==> src/rtl/blm_pkg.sv <==
// ----------------------------------------------------------------------------
// blm_pkg: shared types and constants of the battery level monitor
// Field widths, register indexes and reset values, level codes, the
// configuration bundle and the result record.
// ----------------------------------------------------------------------------
`default_nettype none

package blm_pkg;

  // Parameter defaults
  localparam int VOLT_WIDTH_DEF  = 14;
  localparam int MAX_SAMPLES_DEF = 64;

  // Fixed field widths
  localparam int FIELD_W    = 14;
  localparam int COUNT_W    = 7;
  localparam int CFG_ADDR_W = 3;
  localparam int CFG_DATA_W = 14;

  // Smallest usable sample count (min and max are dropped)
  localparam int MIN_COUNT = 3;

  // Hysteresis offsets around the plenty/mid threshold, in mV
  localparam int OFS_MID_TO_PLENTY = 250;
  localparam int OFS_MID_TO_LOW    = 200;
  localparam int OFS_LOW_TO_MID    = 50;

  // Register reset values
  localparam logic [COUNT_W-1:0] RST_SAMPLE_COUNT = 7'd8;
  localparam logic [FIELD_W-1:0] RST_NORMAL_THR   = 14'd3650;
  localparam logic [FIELD_W-1:0] RST_TURBO_THR    = 14'd3550;
  localparam logic [FIELD_W-1:0] RST_VLOW_ENTER   = 14'd2950;
  localparam logic [FIELD_W-1:0] RST_VLOW_EXIT    = 14'd3300;
  localparam logic [FIELD_W-1:0] RST_FAULT_LEVEL  = 14'd2750;

  // Register indexes
  typedef enum logic [CFG_ADDR_W-1:0] {
    REG_SAMPLE_COUNT = 3'd0,
    REG_NORMAL_THR   = 3'd1,
    REG_TURBO_THR    = 3'd2,
    REG_VLOW_ENTER   = 3'd3,
    REG_VLOW_EXIT    = 3'd4,
    REG_FAULT_LEVEL  = 3'd5
  } reg_idx_t;

  // Battery level codes
  typedef enum logic [1:0] {
    LVL_PLENTY = 2'd0,
    LVL_MID    = 2'd1,
    LVL_LOW    = 2'd2,
    LVL_VLOW   = 2'd3
  } level_t;

  // Configuration registers
  typedef struct packed {
    logic [COUNT_W-1:0] sample_count;
    logic [FIELD_W-1:0] normal_thr;
    logic [FIELD_W-1:0] turbo_thr;
    logic [FIELD_W-1:0] vlow_enter;
    logic [FIELD_W-1:0] vlow_exit;
    logic [FIELD_W-1:0] fault_level;
  } cfg_t;

  // One result record
  typedef struct packed {
    level_t             level;
    logic [FIELD_W-1:0] filtered_mv;
    logic               low_alert;
    logic               low_fault;
    logic               average_updated;
  } result_t;

endpackage

`default_nettype wire

==> src/rtl/blm_front.sv <==
// ----------------------------------------------------------------------------
// blm_front: sample accumulator
// Takes samples, keeps sum/min/max and count, and decides per item whether
// it accumulates or closes an average; pushes one job per item to the queue.
// ----------------------------------------------------------------------------
`default_nettype none

module blm_front #(
  parameter int VOLT_WIDTH  = blm_pkg::VOLT_WIDTH_DEF,
  parameter int MAX_SAMPLES = blm_pkg::MAX_SAMPLES_DEF,
  parameter int CNT_W       = $clog2(MAX_SAMPLES + 1),
  parameter int SUM_W       = VOLT_WIDTH + CNT_W
) (
  input  wire logic                          clk,
  input  wire logic                          rst_n,
  input  wire logic [blm_pkg::COUNT_W-1:0]   cfg_sample_count,
  input  wire logic                          in_push,
  input  wire logic [blm_pkg::FIELD_W-1:0]   in_voltage_mv,
  input  wire logic                          q_full,
  output logic                               q_push,
  output logic                               q_update,
  output logic [SUM_W-1:0]                   q_trimmed,
  output logic [CNT_W-1:0]                   q_divisor
);

  localparam int CW = (CNT_W > blm_pkg::COUNT_W) ? CNT_W : blm_pkg::COUNT_W;
  localparam int NB = (VOLT_WIDTH < blm_pkg::FIELD_W) ? VOLT_WIDTH : blm_pkg::FIELD_W;

  logic [CNT_W-1:0]      cnt_r;
  logic [SUM_W-1:0]      sum_r;
  logic [VOLT_WIDTH-1:0] min_r;
  logic [VOLT_WIDTH-1:0] max_r;

  logic [VOLT_WIDTH-1:0] volt;
  logic [CW-1:0]         cfg_ext;
  logic [CW-1:0]         eff;
  logic                  accumulate;
  logic                  accept;

  // Sample masked to the internal voltage width
  always_comb begin
    volt = '0;
    for (int i = 0; i < NB; i++) begin
      volt[i] = in_voltage_mv[i];
    end
  end

  // Clamp the configured count into the usable range
  always_comb begin
    cfg_ext = CW'(cfg_sample_count);
    if (cfg_ext > CW'(MAX_SAMPLES)) begin
      eff = CW'(MAX_SAMPLES);
    end else if (cfg_ext < CW'(blm_pkg::MIN_COUNT)) begin
      eff = CW'(blm_pkg::MIN_COUNT);
    end else begin
      eff = cfg_ext;
    end
  end

  assign accumulate = CW'(cnt_r) < eff;
  assign accept     = in_push && !q_full;

  // Job to the back end
  assign q_push    = accept;
  assign q_update  = !accumulate;
  assign q_trimmed = sum_r - SUM_W'(min_r) - SUM_W'(max_r);
  assign q_divisor = cnt_r - CNT_W'(2);

  // Accumulator; an averaging item restarts it and drops its own sample
  always_ff @(posedge clk) begin
    if (!rst_n) begin
      cnt_r <= '0;
      sum_r <= '0;
      min_r <= '1;
      max_r <= '0;
    end else if (accept) begin
      if (accumulate) begin
        cnt_r <= cnt_r + CNT_W'(1);
        sum_r <= sum_r + SUM_W'(volt);
        if (volt < min_r) begin
          min_r <= volt;
        end
        if (volt > max_r) begin
          max_r <= volt;
        end
      end else begin
        cnt_r <= '0;
        sum_r <= '0;
        min_r <= '1;
        max_r <= '0;
      end
    end
  end

endmodule

`default_nettype wire

==> src/rtl/blm_fifo.sv <==
// ----------------------------------------------------------------------------
// blm_fifo: short job queue
// Register-based FIFO between the accumulator and the evaluation engine.
// ----------------------------------------------------------------------------
`default_nettype none

module blm_fifo #(
  parameter int DATA_W = 8,
  parameter int DEPTH  = 2
) (
  input  wire logic              clk,
  input  wire logic              rst_n,
  input  wire logic              push,
  input  wire logic [DATA_W-1:0] wr_data,
  output logic                   full,
  input  wire logic              pop,
  output logic [DATA_W-1:0]      rd_data,
  output logic                   empty
);

  localparam int PTR_W = (DEPTH > 1) ? $clog2(DEPTH) : 1;
  localparam int CNT_W = $clog2(DEPTH + 1);

  logic [DATA_W-1:0] mem_r [DEPTH];
  logic [PTR_W-1:0]  wr_ptr_r;
  logic [PTR_W-1:0]  rd_ptr_r;
  logic [CNT_W-1:0]  count_r;
  logic              do_push;
  logic              do_pop;

  assign full    = count_r == CNT_W'(DEPTH);
  assign empty   = count_r == '0;
  assign do_push = push && !full;
  assign do_pop  = pop && !empty;
  assign rd_data = mem_r[rd_ptr_r];

  // Storage
  always_ff @(posedge clk) begin
    if (do_push) begin
      mem_r[wr_ptr_r] <= wr_data;
    end
  end

  // Pointers and fill level
  always_ff @(posedge clk) begin
    if (!rst_n) begin
      wr_ptr_r <= '0;
      rd_ptr_r <= '0;
      count_r  <= '0;
    end else begin
      if (do_push) begin
        wr_ptr_r <= (wr_ptr_r == PTR_W'(DEPTH - 1)) ? '0 : wr_ptr_r + PTR_W'(1);
      end
      if (do_pop) begin
        rd_ptr_r <= (rd_ptr_r == PTR_W'(DEPTH - 1)) ? '0 : rd_ptr_r + PTR_W'(1);
      end
      if (do_push && !do_pop) begin
        count_r <= count_r + CNT_W'(1);
      end else if (do_pop && !do_push) begin
        count_r <= count_r - CNT_W'(1);
      end
    end
  end

endmodule

`default_nettype wire

==> src/rtl/blm_back.sv <==
// ----------------------------------------------------------------------------
// blm_back: evaluation engine
// Runs the bit-serial divide for averaging jobs, then derives alert and
// fault flags, steps the level hysteresis and fills the result register.
// ----------------------------------------------------------------------------
`default_nettype none

module blm_back #(
  parameter int VOLT_WIDTH  = blm_pkg::VOLT_WIDTH_DEF,
  parameter int MAX_SAMPLES = blm_pkg::MAX_SAMPLES_DEF,
  parameter int CNT_W       = $clog2(MAX_SAMPLES + 1),
  parameter int SUM_W       = VOLT_WIDTH + CNT_W
) (
  input  wire logic                        clk,
  input  wire logic                        rst_n,
  input  wire blm_pkg::cfg_t               cfg,
  input  wire logic                        q_empty,
  output logic                             q_pop,
  input  wire logic                        q_update,
  input  wire logic                        q_turbo,
  input  wire logic [blm_pkg::FIELD_W-1:0] q_alert_thr,
  input  wire logic [SUM_W-1:0]            q_trimmed,
  input  wire logic [CNT_W-1:0]            q_divisor,
  input  wire logic                        out_pop,
  output logic                             out_empty,
  output blm_pkg::result_t                 result,
  output blm_pkg::level_t                  level
);

  localparam int BIT_W = $clog2(SUM_W + 1);
  localparam int EW    = ((VOLT_WIDTH > blm_pkg::FIELD_W) ? VOLT_WIDTH : blm_pkg::FIELD_W) + 2;
  localparam int NB    = (VOLT_WIDTH < blm_pkg::FIELD_W) ? VOLT_WIDTH : blm_pkg::FIELD_W;

  typedef enum logic [1:0] {
    ST_IDLE,
    ST_DIV,
    ST_EVAL
  } state_t;

  state_t                        state_r;
  logic                          turbo_r;
  logic                          upd_r;
  logic [blm_pkg::FIELD_W-1:0]   alert_thr_r;
  logic [CNT_W-1:0]              rem_r;
  logic [SUM_W-1:0]              quo_r;
  logic [CNT_W-1:0]              div_r;
  logic [BIT_W-1:0]              bit_cnt_r;
  logic [VOLT_WIDTH-1:0]         cell_r;
  blm_pkg::level_t               level_r;
  blm_pkg::result_t              res_r;
  logic                          res_valid_r;

  logic                          take;
  logic [CNT_W:0]                rem_sh;
  logic                          ge;
  logic [CNT_W-1:0]              rem_nxt;
  logic [SUM_W-1:0]              quo_nxt;
  logic signed [EW-1:0]          v_s;
  logic signed [EW-1:0]          t_s;
  logic                          fault;
  logic                          alert;
  blm_pkg::level_t               level_nxt;
  logic [blm_pkg::FIELD_W-1:0]   filtered;

  // Start a job only when the result slot is free by the time it finishes
  assign take  = (state_r == ST_IDLE) && !q_empty && (!res_valid_r || out_pop);
  assign q_pop = take;

  // One restoring divide step; the remainder stays below the divisor
  always_comb begin
    rem_sh  = {rem_r, quo_r[SUM_W-1]};
    ge      = rem_sh >= {1'b0, div_r};
    rem_nxt = ge ? CNT_W'(rem_sh - {1'b0, div_r}) : rem_sh[CNT_W-1:0];
    quo_nxt = {quo_r[SUM_W-2:0], ge};
  end

  // Flags from the filtered voltage
  always_comb begin
    v_s   = signed'(EW'(cell_r));
    t_s   = signed'(EW'(turbo_r ? cfg.turbo_thr : cfg.normal_thr));
    fault = v_s <= signed'(EW'(cfg.fault_level));
    alert = !fault && (v_s <= signed'(EW'(alert_thr_r)));
  end

  // Level hysteresis; the later check wins where both hold
  always_comb begin
    level_nxt = level_r;
    unique case (level_r)
      blm_pkg::LVL_PLENTY: begin
        if (v_s < t_s) level_nxt = blm_pkg::LVL_MID;
      end
      blm_pkg::LVL_MID: begin
        if (v_s > t_s + EW'(blm_pkg::OFS_MID_TO_PLENTY)) level_nxt = blm_pkg::LVL_PLENTY;
        if (v_s < t_s - EW'(blm_pkg::OFS_MID_TO_LOW)) level_nxt = blm_pkg::LVL_LOW;
      end
      blm_pkg::LVL_LOW: begin
        if (v_s > t_s + EW'(blm_pkg::OFS_LOW_TO_MID)) level_nxt = blm_pkg::LVL_MID;
        if (v_s < signed'(EW'(cfg.vlow_enter))) level_nxt = blm_pkg::LVL_VLOW;
      end
      blm_pkg::LVL_VLOW: begin
        if (v_s > signed'(EW'(cfg.vlow_exit))) level_nxt = blm_pkg::LVL_LOW;
      end
      default: level_nxt = level_r;
    endcase
  end

  // Filtered voltage onto the 14-bit result field
  always_comb begin
    filtered = '0;
    for (int i = 0; i < NB; i++) begin
      filtered[i] = cell_r[i];
    end
  end

  // Sequencer, divider and result register
  always_ff @(posedge clk) begin
    if (!rst_n) begin
      state_r     <= ST_IDLE;
      res_valid_r <= 1'b0;
      level_r     <= blm_pkg::LVL_PLENTY;
      cell_r      <= '0;
    end else begin
      if (out_pop && res_valid_r) begin
        res_valid_r <= 1'b0;
      end
      unique case (state_r)
        ST_IDLE: begin
          if (take) begin
            turbo_r     <= q_turbo;
            alert_thr_r <= q_alert_thr;
            upd_r       <= q_update;
            quo_r       <= q_trimmed;
            rem_r       <= '0;
            div_r       <= q_divisor;
            bit_cnt_r   <= BIT_W'(SUM_W);
            state_r     <= q_update ? ST_DIV : ST_EVAL;
          end
        end
        ST_DIV: begin
          rem_r     <= rem_nxt;
          quo_r     <= quo_nxt;
          bit_cnt_r <= bit_cnt_r - BIT_W'(1);
          if (bit_cnt_r == BIT_W'(1)) begin
            cell_r  <= quo_nxt[VOLT_WIDTH-1:0];
            state_r <= ST_EVAL;
          end
        end
        ST_EVAL: begin
          level_r               <= level_nxt;
          res_r.level           <= level_nxt;
          res_r.filtered_mv     <= filtered;
          res_r.low_alert       <= alert;
          res_r.low_fault       <= fault;
          res_r.average_updated <= upd_r;
          res_valid_r           <= 1'b1;
          state_r               <= ST_IDLE;
        end
        default: state_r <= ST_IDLE;
      endcase
    end
  end

  assign out_empty = !res_valid_r;
  assign result    = res_r;
  assign level     = level_r;

endmodule

`default_nettype wire

==> src/rtl/battery_level_monitor.sv <==
// ----------------------------------------------------------------------------
// battery_level_monitor: trimmed-mean battery level with hysteresis
// Accumulates cell-voltage samples, takes a trimmed average on the item after
// each sample_count samples and reports alert, fault and a four-level status.
// ----------------------------------------------------------------------------
//  Channel  Ports                        Transfer when
//  input    in_push / in_full            in_push && !in_full
//  result   out_pop / out_empty          out_pop && !out_empty
//  config   cfg_we / cfg_addr / cfg_wdata cfg_we
//
//  A sampling item goes from idle straight to evaluation in the evaluation
//  engine; an averaging item first passes the one-bit-per-cycle restoring
//  divider over all SUM_W quotient bits. The accumulator takes a new item
//  each cycle while the two-entry job queue has room.
//  Reset is synchronous and active low; no clearing pass is needed.
//  A held result stalls the engine, and input once the job queue fills.
// ----------------------------------------------------------------------------
`default_nettype none

module battery_level_monitor #(
  parameter int VOLT_WIDTH  = blm_pkg::VOLT_WIDTH_DEF,
  parameter int MAX_SAMPLES = blm_pkg::MAX_SAMPLES_DEF
) (
  input  wire logic                           clk,
  input  wire logic                           rst_n,
  input  wire logic                           in_push,
  output logic                                in_full,
  input  wire logic [blm_pkg::FIELD_W-1:0]    in_voltage_mv,
  input  wire logic                           in_turbo_mode,
  input  wire logic [blm_pkg::FIELD_W-1:0]    in_alert_threshold_mv,
  input  wire logic                           out_pop,
  output logic                                out_empty,
  output logic [1:0]                          out_battery_level,
  output logic [blm_pkg::FIELD_W-1:0]         out_filtered_mv,
  output logic                                out_low_alert,
  output logic                                out_low_fault,
  output logic                                out_average_updated,
  input  wire logic                           cfg_we,
  input  wire logic [blm_pkg::CFG_ADDR_W-1:0] cfg_addr,
  input  wire logic [blm_pkg::CFG_DATA_W-1:0] cfg_wdata
);

  localparam int CNT_W = $clog2(MAX_SAMPLES + 1);
  localparam int SUM_W = VOLT_WIDTH + CNT_W;
  localparam int Q_W   = 2 + blm_pkg::FIELD_W + SUM_W + CNT_W;
  localparam int Q_DEPTH = 2;

  blm_pkg::cfg_t               cfg_r;
  logic                        q_push;
  logic                        q_full;
  logic                        q_pop;
  logic                        q_empty;
  logic                        f_update;
  logic [SUM_W-1:0]            f_trimmed;
  logic [CNT_W-1:0]            f_divisor;
  logic [Q_W-1:0]              q_wr_data;
  logic [Q_W-1:0]              q_rd_data;
  logic                        b_update;
  logic                        b_turbo;
  logic [blm_pkg::FIELD_W-1:0] b_alert_thr;
  logic [SUM_W-1:0]            b_trimmed;
  logic [CNT_W-1:0]            b_divisor;
  blm_pkg::result_t            result;
  blm_pkg::level_t             level;

  // Configuration registers
  always_ff @(posedge clk) begin
    if (!rst_n) begin
      cfg_r.sample_count <= blm_pkg::RST_SAMPLE_COUNT;
      cfg_r.normal_thr   <= blm_pkg::RST_NORMAL_THR;
      cfg_r.turbo_thr    <= blm_pkg::RST_TURBO_THR;
      cfg_r.vlow_enter   <= blm_pkg::RST_VLOW_ENTER;
      cfg_r.vlow_exit    <= blm_pkg::RST_VLOW_EXIT;
      cfg_r.fault_level  <= blm_pkg::RST_FAULT_LEVEL;
    end else if (cfg_we) begin
      unique case (blm_pkg::reg_idx_t'(cfg_addr))
        blm_pkg::REG_SAMPLE_COUNT: cfg_r.sample_count <= cfg_wdata[blm_pkg::COUNT_W-1:0];
        blm_pkg::REG_NORMAL_THR:   cfg_r.normal_thr   <= cfg_wdata;
        blm_pkg::REG_TURBO_THR:    cfg_r.turbo_thr    <= cfg_wdata;
        blm_pkg::REG_VLOW_ENTER:   cfg_r.vlow_enter   <= cfg_wdata;
        blm_pkg::REG_VLOW_EXIT:    cfg_r.vlow_exit    <= cfg_wdata;
        blm_pkg::REG_FAULT_LEVEL:  cfg_r.fault_level  <= cfg_wdata;
        default: ;
      endcase
    end
  end

  // Accumulator
  blm_front #(
    .VOLT_WIDTH  (VOLT_WIDTH),
    .MAX_SAMPLES (MAX_SAMPLES),
    .CNT_W       (CNT_W),
    .SUM_W       (SUM_W)
  ) u_front (
    .clk              (clk),
    .rst_n            (rst_n),
    .cfg_sample_count (cfg_r.sample_count),
    .in_push          (in_push),
    .in_voltage_mv    (in_voltage_mv),
    .q_full           (q_full),
    .q_push           (q_push),
    .q_update         (f_update),
    .q_trimmed        (f_trimmed),
    .q_divisor        (f_divisor)
  );

  assign in_full   = q_full;
  assign q_wr_data = {f_update, in_turbo_mode, in_alert_threshold_mv, f_trimmed, f_divisor};

  // Job queue
  blm_fifo #(
    .DATA_W (Q_W),
    .DEPTH  (Q_DEPTH)
  ) u_fifo (
    .clk     (clk),
    .rst_n   (rst_n),
    .push    (q_push),
    .wr_data (q_wr_data),
    .full    (q_full),
    .pop     (q_pop),
    .rd_data (q_rd_data),
    .empty   (q_empty)
  );

  assign {b_update, b_turbo, b_alert_thr, b_trimmed, b_divisor} = q_rd_data;

  // Evaluation engine
  blm_back #(
    .VOLT_WIDTH  (VOLT_WIDTH),
    .MAX_SAMPLES (MAX_SAMPLES),
    .CNT_W       (CNT_W),
    .SUM_W       (SUM_W)
  ) u_back (
    .clk         (clk),
    .rst_n       (rst_n),
    .cfg         (cfg_r),
    .q_empty     (q_empty),
    .q_pop       (q_pop),
    .q_update    (b_update),
    .q_turbo     (b_turbo),
    .q_alert_thr (b_alert_thr),
    .q_trimmed   (b_trimmed),
    .q_divisor   (b_divisor),
    .out_pop     (out_pop),
    .out_empty   (out_empty),
    .result      (result),
    .level       (level)
  );

  // Result ports
  assign out_battery_level   = result.level;
  assign out_filtered_mv     = result.filtered_mv;
  assign out_low_alert       = result.low_alert;
  assign out_low_fault       = result.low_fault;
  assign out_average_updated = result.average_updated;

`ifndef ASSERT_OFF
  // Reset leaves no result pending
  a_reset_empty: assert property (@(posedge clk) !rst_n |=> out_empty)
    else $error("result pending after reset");

  // Alert and fault never show together
  a_flags_excl: assert property (@(posedge clk) disable iff (!rst_n)
    !out_empty |-> !(out_low_alert && out_low_fault))
    else $error("alert and fault both set");

  // Plenty only moves to mid
  a_plenty_step: assert property (@(posedge clk) disable iff (!rst_n)
    level == blm_pkg::LVL_PLENTY |=>
      (level == blm_pkg::LVL_PLENTY || level == blm_pkg::LVL_MID))
    else $error("level skipped from plenty");

  // Very low only moves to low
  a_vlow_step: assert property (@(posedge clk) disable iff (!rst_n)
    level == blm_pkg::LVL_VLOW |=>
      (level == blm_pkg::LVL_VLOW || level == blm_pkg::LVL_LOW))
    else $error("level skipped from very low");
`endif

endmodule

`default_nettype wire
==> config.mk <==
export PLATFORM = sky130hd
export DESIGN_NAME = battery_level_monitor
export DESIGN_NICKNAME = d
export VERILOG_FILES = /design/src/rtl/blm_pkg.sv /design/src/rtl/blm_front.sv /design/src/rtl/blm_fifo.sv /design/src/rtl/blm_back.sv /design/src/rtl/battery_level_monitor.sv
export SDC_FILE = /design/constraint.sdc
export NUM_CORES = 1
export LEC_CHECK = 0
export ABC_CLOCK_PERIOD_IN_PS = 4500
export BUFFER_PORTS_ARGS = -buffer_cell sky130_fd_sc_hd__buf_2
export CORE_ASPECT_RATIO = 2
export CORE_MARGIN = 3
export CORE_UTILIZATION = 61
export CTS_CLUSTER_DIAMETER = 80
export DETAILED_ROUTE_END_ITERATION = 10
export PLACE_DENSITY = 0.88
export SYNTH_ARGS = -nofsm -noshare
export SYNTH_HDL_FRONTEND = slang
export SYNTH_SLANG_ARGS = --single-unit
==> constraint.sdc <==
create_clock -name clk -period 4.5 [get_ports clk]
set_input_delay 0.9 -clock clk [delete_from_list [all_inputs] [get_ports clk]]
set_output_delay 0.9 -clock clk [all_outputs]
set_load 0.02 [all_outputs]
==> results of run 1 <==
[cells in the mapped netlist, drive strengths merged, types with 31 or more instances]
cell / count / area (um^2)
clkbuf: 42 / 158
xor2: 31 / 272
inv: 133 / 499
ha: 185 / 2310
nand3: 48 / 245
a21oi: 122 / 614
xnor2: 45 / 394
mux2i: 37 / 397
dfxtp: 157 / 3140
nor2: 96 / 365
nand2: 253 / 952
edfxtp: 163 / 4890
o21ai: 84 / 432
[routing by layer]
metal / vias to the layer above / global-route usage, % / wire (um)
li1: 6373 / - / -
met1: 6527 / 27.4 / 14500
met2: 525 / 53.7 / 23500
met3: 223 / 3.02 / 2200
met4: 0 / 21.8 / 4000
met5: - / 0 / 0
[through the flow]
| step | worst slack (ns) | util [%] | hold WS [ns] |
|---|---|---|---|
| final | 0.615 | 68.3 | 0.429 |
| after global routing | 0.260 | 68.3 | 0.438 |
| after CTS | 0.614 | 68.3 | 0.425 |
| after detailed placement | 0.621 | 64.8 | 0.408 |
| after global placement | 0.795 | 64.8 | 0.409 |
| after floorplan | 0.507 | - | 0.400 |
[worst max-delay path, stage by stage (launching register included)]
cell and delay [ns]:
edfxtp_1 0.49, mux2i_1 0.49, buf_4 0.23, ha_1 0.20, a21boi_0 0.37, nand4_1 0.22
nand2b_1 0.15, xnor2_1 0.07, ha_1 0.33, a21oi_1 0.07, o21ai_0 0.21, nand2b_1 0.14
nand2_1 0.05, o21ai_0 0.15, a32oi_1 0.17, a31oi_1 0.25, inv_1 0.06
[registers in the layout, summed over array words and instances, names as in the netlist, 2 cells and up, named ones only]
register / cells
u_back.alert_thr_r: 14
u_front.max_r: 14
u_front.cnt_r: 7
u_front.sum_r: 21
u_back.level: 2
u_front.min_r: 14
u_back.quo_r: 21
cfg_r: 77
u_fifo.mem_r: 88
u_back.cell_r: 14
u_back.state_r: 2
u_back.result: 19
u_fifo.count_r: 2
u_back.div_r: 7
u_back.bit_cnt_r: 5
u_back.rem_r: 7
[cell usage in the layout, fill, tap and decap left out, drive strengths merged, types with 15 or more instances in the layout]
cell type,instances
buf,94
o211ai,23
nor3,17
o21ai,84
o22a,15
xnor2,45
nand2,253
dfxtp,157
ha,185
mux2,23
a21oi,122
clkbuf,41
nor2,96
edfxtp,163
inv,135
mux2i,37
fa,16
o21a,22
nor2b,19
nand3,48
a211oi,17
nand4,23
a21o,22
xor2,31
[power breakdown]
part           internal, mW  leakage [nW]  switching (mW)  total, mW
clock                  1.48         0.489            1.09       2.57
sequential             3.77          2.74           0.213       3.99
combinational          1.15          4.79            1.76       2.91
total                  6.40          8.02            3.06       9.47
[layout make-up]
type	count	area [um^2]	share of cell area (%)
Tap cell	356	445	2.30
Clock inverter	11	150	0.777
Multi-Input combinational cell	1243	8820	45.6
Sequential cell	320	8040	41.6
Clock buffer	41	843	4.36
Inverter	134	503	2.60
Timing Repair Buffer	94	528	2.73
[logic make-up (layout without fill, tap and decap cells)]
logic type,after synthesis,count (layout),share of synthesized area (%)
adder cells (fa/ha/maj),201,201,15.0
multiplexers,60,60,3.73
XOR/XNOR,76,76,3.78
buffers and inverters,192,280,4.29
flip-flops,320,320,45.7
AO/OA/AOI/OAI,374,374,13.7
AND/OR/NAND/NOR,532,532,13.8
[worst max-delay path by stage]
stage | start | to | slack [ns]
4_1_cts | u_back.turbo_r | u_back.result[17] | 0.61
5_1_grt | u_back.turbo_r | u_back.level[0] | 0.26
3_3_place_gp | u_back.turbo_r | u_back.result[17] | 0.79
2_1_floorplan | u_back.turbo_r | u_back.result[17] | 0.51
6_report | u_back.turbo_r | u_back.result[17] | 0.61
3_5_place_dp | u_back.turbo_r | u_back.result[17] | 0.62
==> impl_metrics.yaml, run 1 <==
timing:
  setup_viol: 0
  slew_viol_final: 0
  rsz0062_at_grt: "no"
  tightestPinTransition_ns: 1.03
  min_period_over_period_pct: 86.3
  setup_tns_ns: 0
  slew_headroom_pct: 31.3
  clock_skew_ns: 0.0173
  layout_min_cycle_time_ns: 3.89
  hold_viol_final: 0
  clock.fmax_mhz: 257
cts:
  cts_resized: 0
  clk_pin_slew_ns: 0.08
  postCtsHoldBufs: 0
  cts_setup_buffers: 0
  cts_root_buf: "clkbuf_16"
  clkLatencyLatePin_ns: 0.57
  clockBufferDepth: 3
  cts_tree: "done"
  h-tree-depth: 1
  cts_buffers: 28
  clock-sinks: 320
die:
  fp.coreArea_mm2: 0.0283
  die_w_um: 126
  rows: 87
  initial_core_util_pct: 62.2
  design.die.area_mm2: 0.0310
  fp.dieH_um: 246
  boundaryPins: 72
global_route:
  antenna_found_initial: 0
  grt_pass1_wl_um: 70200
  grt_pass1_vias: 14100
  grt_max_degree: 66
  track_usage_pct: 28.3
  grt.overflow.total: 0
drt:
  dr.pass1.iters: 7
  ant_nets: 0
  wl_per_cell_um: 20.1
  drt-total-wl_um: 44200
  first_iter_violations: 1051
  remaining_drc_errors: 0
  vias: 13600
  viasPerCell: 6.21
power:
  leakagePower_nw: 8.02
  ir_drop_uv: 503
  p_total_mw: 9.47
  p_per_area_mw_per_mm2: 490
worst_setup_path:
  critPathCaptureType: "flop"
  reg2regPathDepth: 16
  ff2ff_setup_slack_ns: 0.61
  reg2reg_from: "u_back.turbo_r"
  startpoint_type: "flop"
  worstPathRequired_ns: 4.82
  critical_path.max_fanout: 6
  cp.arrival_ns: 4.20
  critical_path_class: "reg2reg"
  r2r_end: "u_back.result[17]"
finish:
  stdcell_count: 2199
  fillers: 2046
  drive_gt1_share_pct: 10.9
  fin_nets: 2073
  num_antenna_cells: 0
  final_area_mm2: 0.0193
  area_growth_pct: 9.86
yosys:
  async_flop_share_pct: 0
  synth_cell_types: 81
  yosys_warnings: 0
  syn_avg_cell_area_um2: 10.0
  synth_edf_count: 163
  ys_seq_area_share_pct: 45.7
  syn-num-nets: 2007
  synthCells: 1755
  netlist_area_mm2: 0.0176
  synth_top_flop_cell: "edfxtp_1"
  ys_ff_latch: 320
placement:
  io_buffers: 71
  gp_congestion: 0.959
  placed_area_mm2: 0.0183
  place_inst: 2147
  hpwlAfterDp_um: 32600
job:
  maxCapViolCount: 0
hold_path:
  min_path_type: "reg2reg"
  hold_start: "u_back.upd_r"
  min_path_cells: 0
  holdPathEnd: "u_back.result[0]"
outcome:
  run_status: "completed"
Note: power is estimated with default switching activity, not from simulation.
==> run 2, diff against run 1 <==
- RECOVER_POWER: not set -> 100
==> impl_metrics.yaml, run 2 (synthesis gave the netlist of run 1 again) <==
outcome:
  run_status: "finished, violations left"
  violations: "max-capacitance violations, max-slew violations"
finish:
  drive_gt1_share_pct: 7.54
  fillers: 2096
  num_antenna_cells: 0
  final_area_mm2: 0.0192
  fin_nets: 2073
  area_growth_pct: 9.07
  reg_top3: "u_fifo.mem_r: 88 flops, cfg_r: 77 flops"
  largest_reg_flops: 88
  largest-register: "u_fifo.mem_r"
  most-common-layout-cells: "nand2_1 (253), ha_1 (185), edfxtp_1 (163)"
  final_common_cell: "nand2_1"
cts:
  cts_resized: 0
  clock-sinks: 320
  cts_buffers: 28
  cts_tree: "done"
  cts_setup_buffers: 0
  clockBufferDepth: 3
  clkLatencyLatePin_ns: 0.57
  cts_root_buf: "clkbuf_16"
  clk_pin_slew_ns: 0.08
  h-tree-depth: 1
  postCtsHoldBufs: 0
timing:
  rsz0062_at_grt: "no"
  clock_skew_ns: 0.0175
  layout_min_cycle_time_ns: 4.13
  min_period_over_period_pct: 91.8
  hold_viol_final: 0
  slew_viol_final: 207
  setup_tns_ns: 0
  tightestPinTransition_ns: 3.26
  setup_viol: 0
  clock.fmax_mhz: 242
  slew_headroom_pct: -117
placement:
  placed_area_mm2: 0.0183
  hpwlAfterDp_um: 32600
  io_buffers: 71
  gp_congestion: 0.959
die:
  design.die.area_mm2: 0.0310
  fp.coreArea_mm2: 0.0283
  rows: 87
  initial_core_util_pct: 62.2
  boundaryPins: 72
  fp.dieH_um: 246
  die_w_um: 126
worst_setup_path:
  critPathMaxStageDelay_ns: 1.44
  path_buf_inv: 2
  slowest_stage: "o21ai_1"
  critPathCaptureType: "flop"
  critical_path.max_fanout: 19
  worstPathRequired_ns: 4.95
  cp.arrival_ns: 4.58
  critical_path_class: "reg2reg"
  crit_family: "compound AO/OA/AOI/OAI gates"
  startpoint_type: "flop"
  path_cells: "inv_1, nand2_1, ha_1, o21a_1, o21a_1, nand2_1, o21ai_1, a21oi_2, clkbuf_1, o21ai_1, nor2_2, a22o_1"
drt:
  remaining_drc_errors: 0
  ant_nets: 0
  viasPerCell: 6.20
  drt-total-wl_um: 44300
  vias: 13600
  first_iter_violations: 963
  dr.pass1.iters: 5
  wl_per_cell_um: 20.1
global_route:
  grt.overflow.total: 0
  grt_pass1_vias: 14100
  track_usage_pct: 28.3
  antenna_found_initial: 0
  grt_pass1_wl_um: 70200
  grt_max_degree: 66
power:
  leakagePower_nw: 7.87
  ir_drop_uv: 499
  p_per_area_mw_per_mm2: 492
hold_path:
  min_path_type: "reg2reg"
job:
  maxCapViolCount: 5
## run 2: cell types whose count changed in the layout (fill, tap and decap cells not counted), sizes merged
cell,delta
clkbuf,+48
buf,-48
## run 2: layer usage
layer	track usage (%)	up-vias	share of wire (%)
li1	-	6377	-
met2	53.7	517	53
met3	3.02	233	5.0
met1	27.4	6501	33
met5	0	-	0
met4	21.8	0	9.0
## run 2: worst paths after layout
kind,endpoint,startpoint,depth (start not counted),slack [ns]
worst max register to register,u_front.max_r[7],cfg_r[76],12,0.37
worst min register to register,u_back.result[0],u_back.upd_r,0,0.43
worst max-delay path,u_front.max_r[7],cfg_r[76],12,0.37
worst min-delay path,u_back.result[0],u_back.upd_r,0,0.43
## run 2: stage by stage
step	total power [mW]	std cells	setup slack, ns	utilization [%]	hold WS (ns)
after global routing	9.92	2199	0.140	67.8	0.438
after detailed placement	6.86	2147	0.621	64.8	0.408
final	9.44	2199	0.367	67.8	0.425
after floorplan	6.10	1755	0.507	-	0.400
after CTS	9.46	2199	0.614	68.3	0.425
after global placement	6.69	2147	0.795	64.8	0.409
## run 2: final cells by class
cell class / instances / area [um^2] / area share [%]
multi-input cells: 1243 / 8780 / 45.7
repair buffers: 94 / 437 / 2.28
flip-flops and latches: 320 / 8040 / 41.9
inverters: 134 / 503 / 2.62
well taps: 356 / 445 / 2.32
clock buffers: 41 / 843 / 4.39
clock inverters: 11 / 150 / 0.782
## run 2: report_power, final
group / switching, mW / internal, mW
logic: 1.74 / 1.13
registers: 0.213 / 3.78
clock network: 1.09 / 1.48
## run 2: worst register-to-register path, cell delays in order (launching register included)
cell and delay, ns:
dfxtp_1 0.34, inv_1 0.17, nand2_1 0.09, ha_1 0.28, o21a_1 0.11, o21a_1 0.14
nand2_1 0.07, o21ai_1 0.19, a21oi_2 0.10, clkbuf_1 0.34, o21ai_1 1.44, nor2_2 0.43
a22o_1 0.32
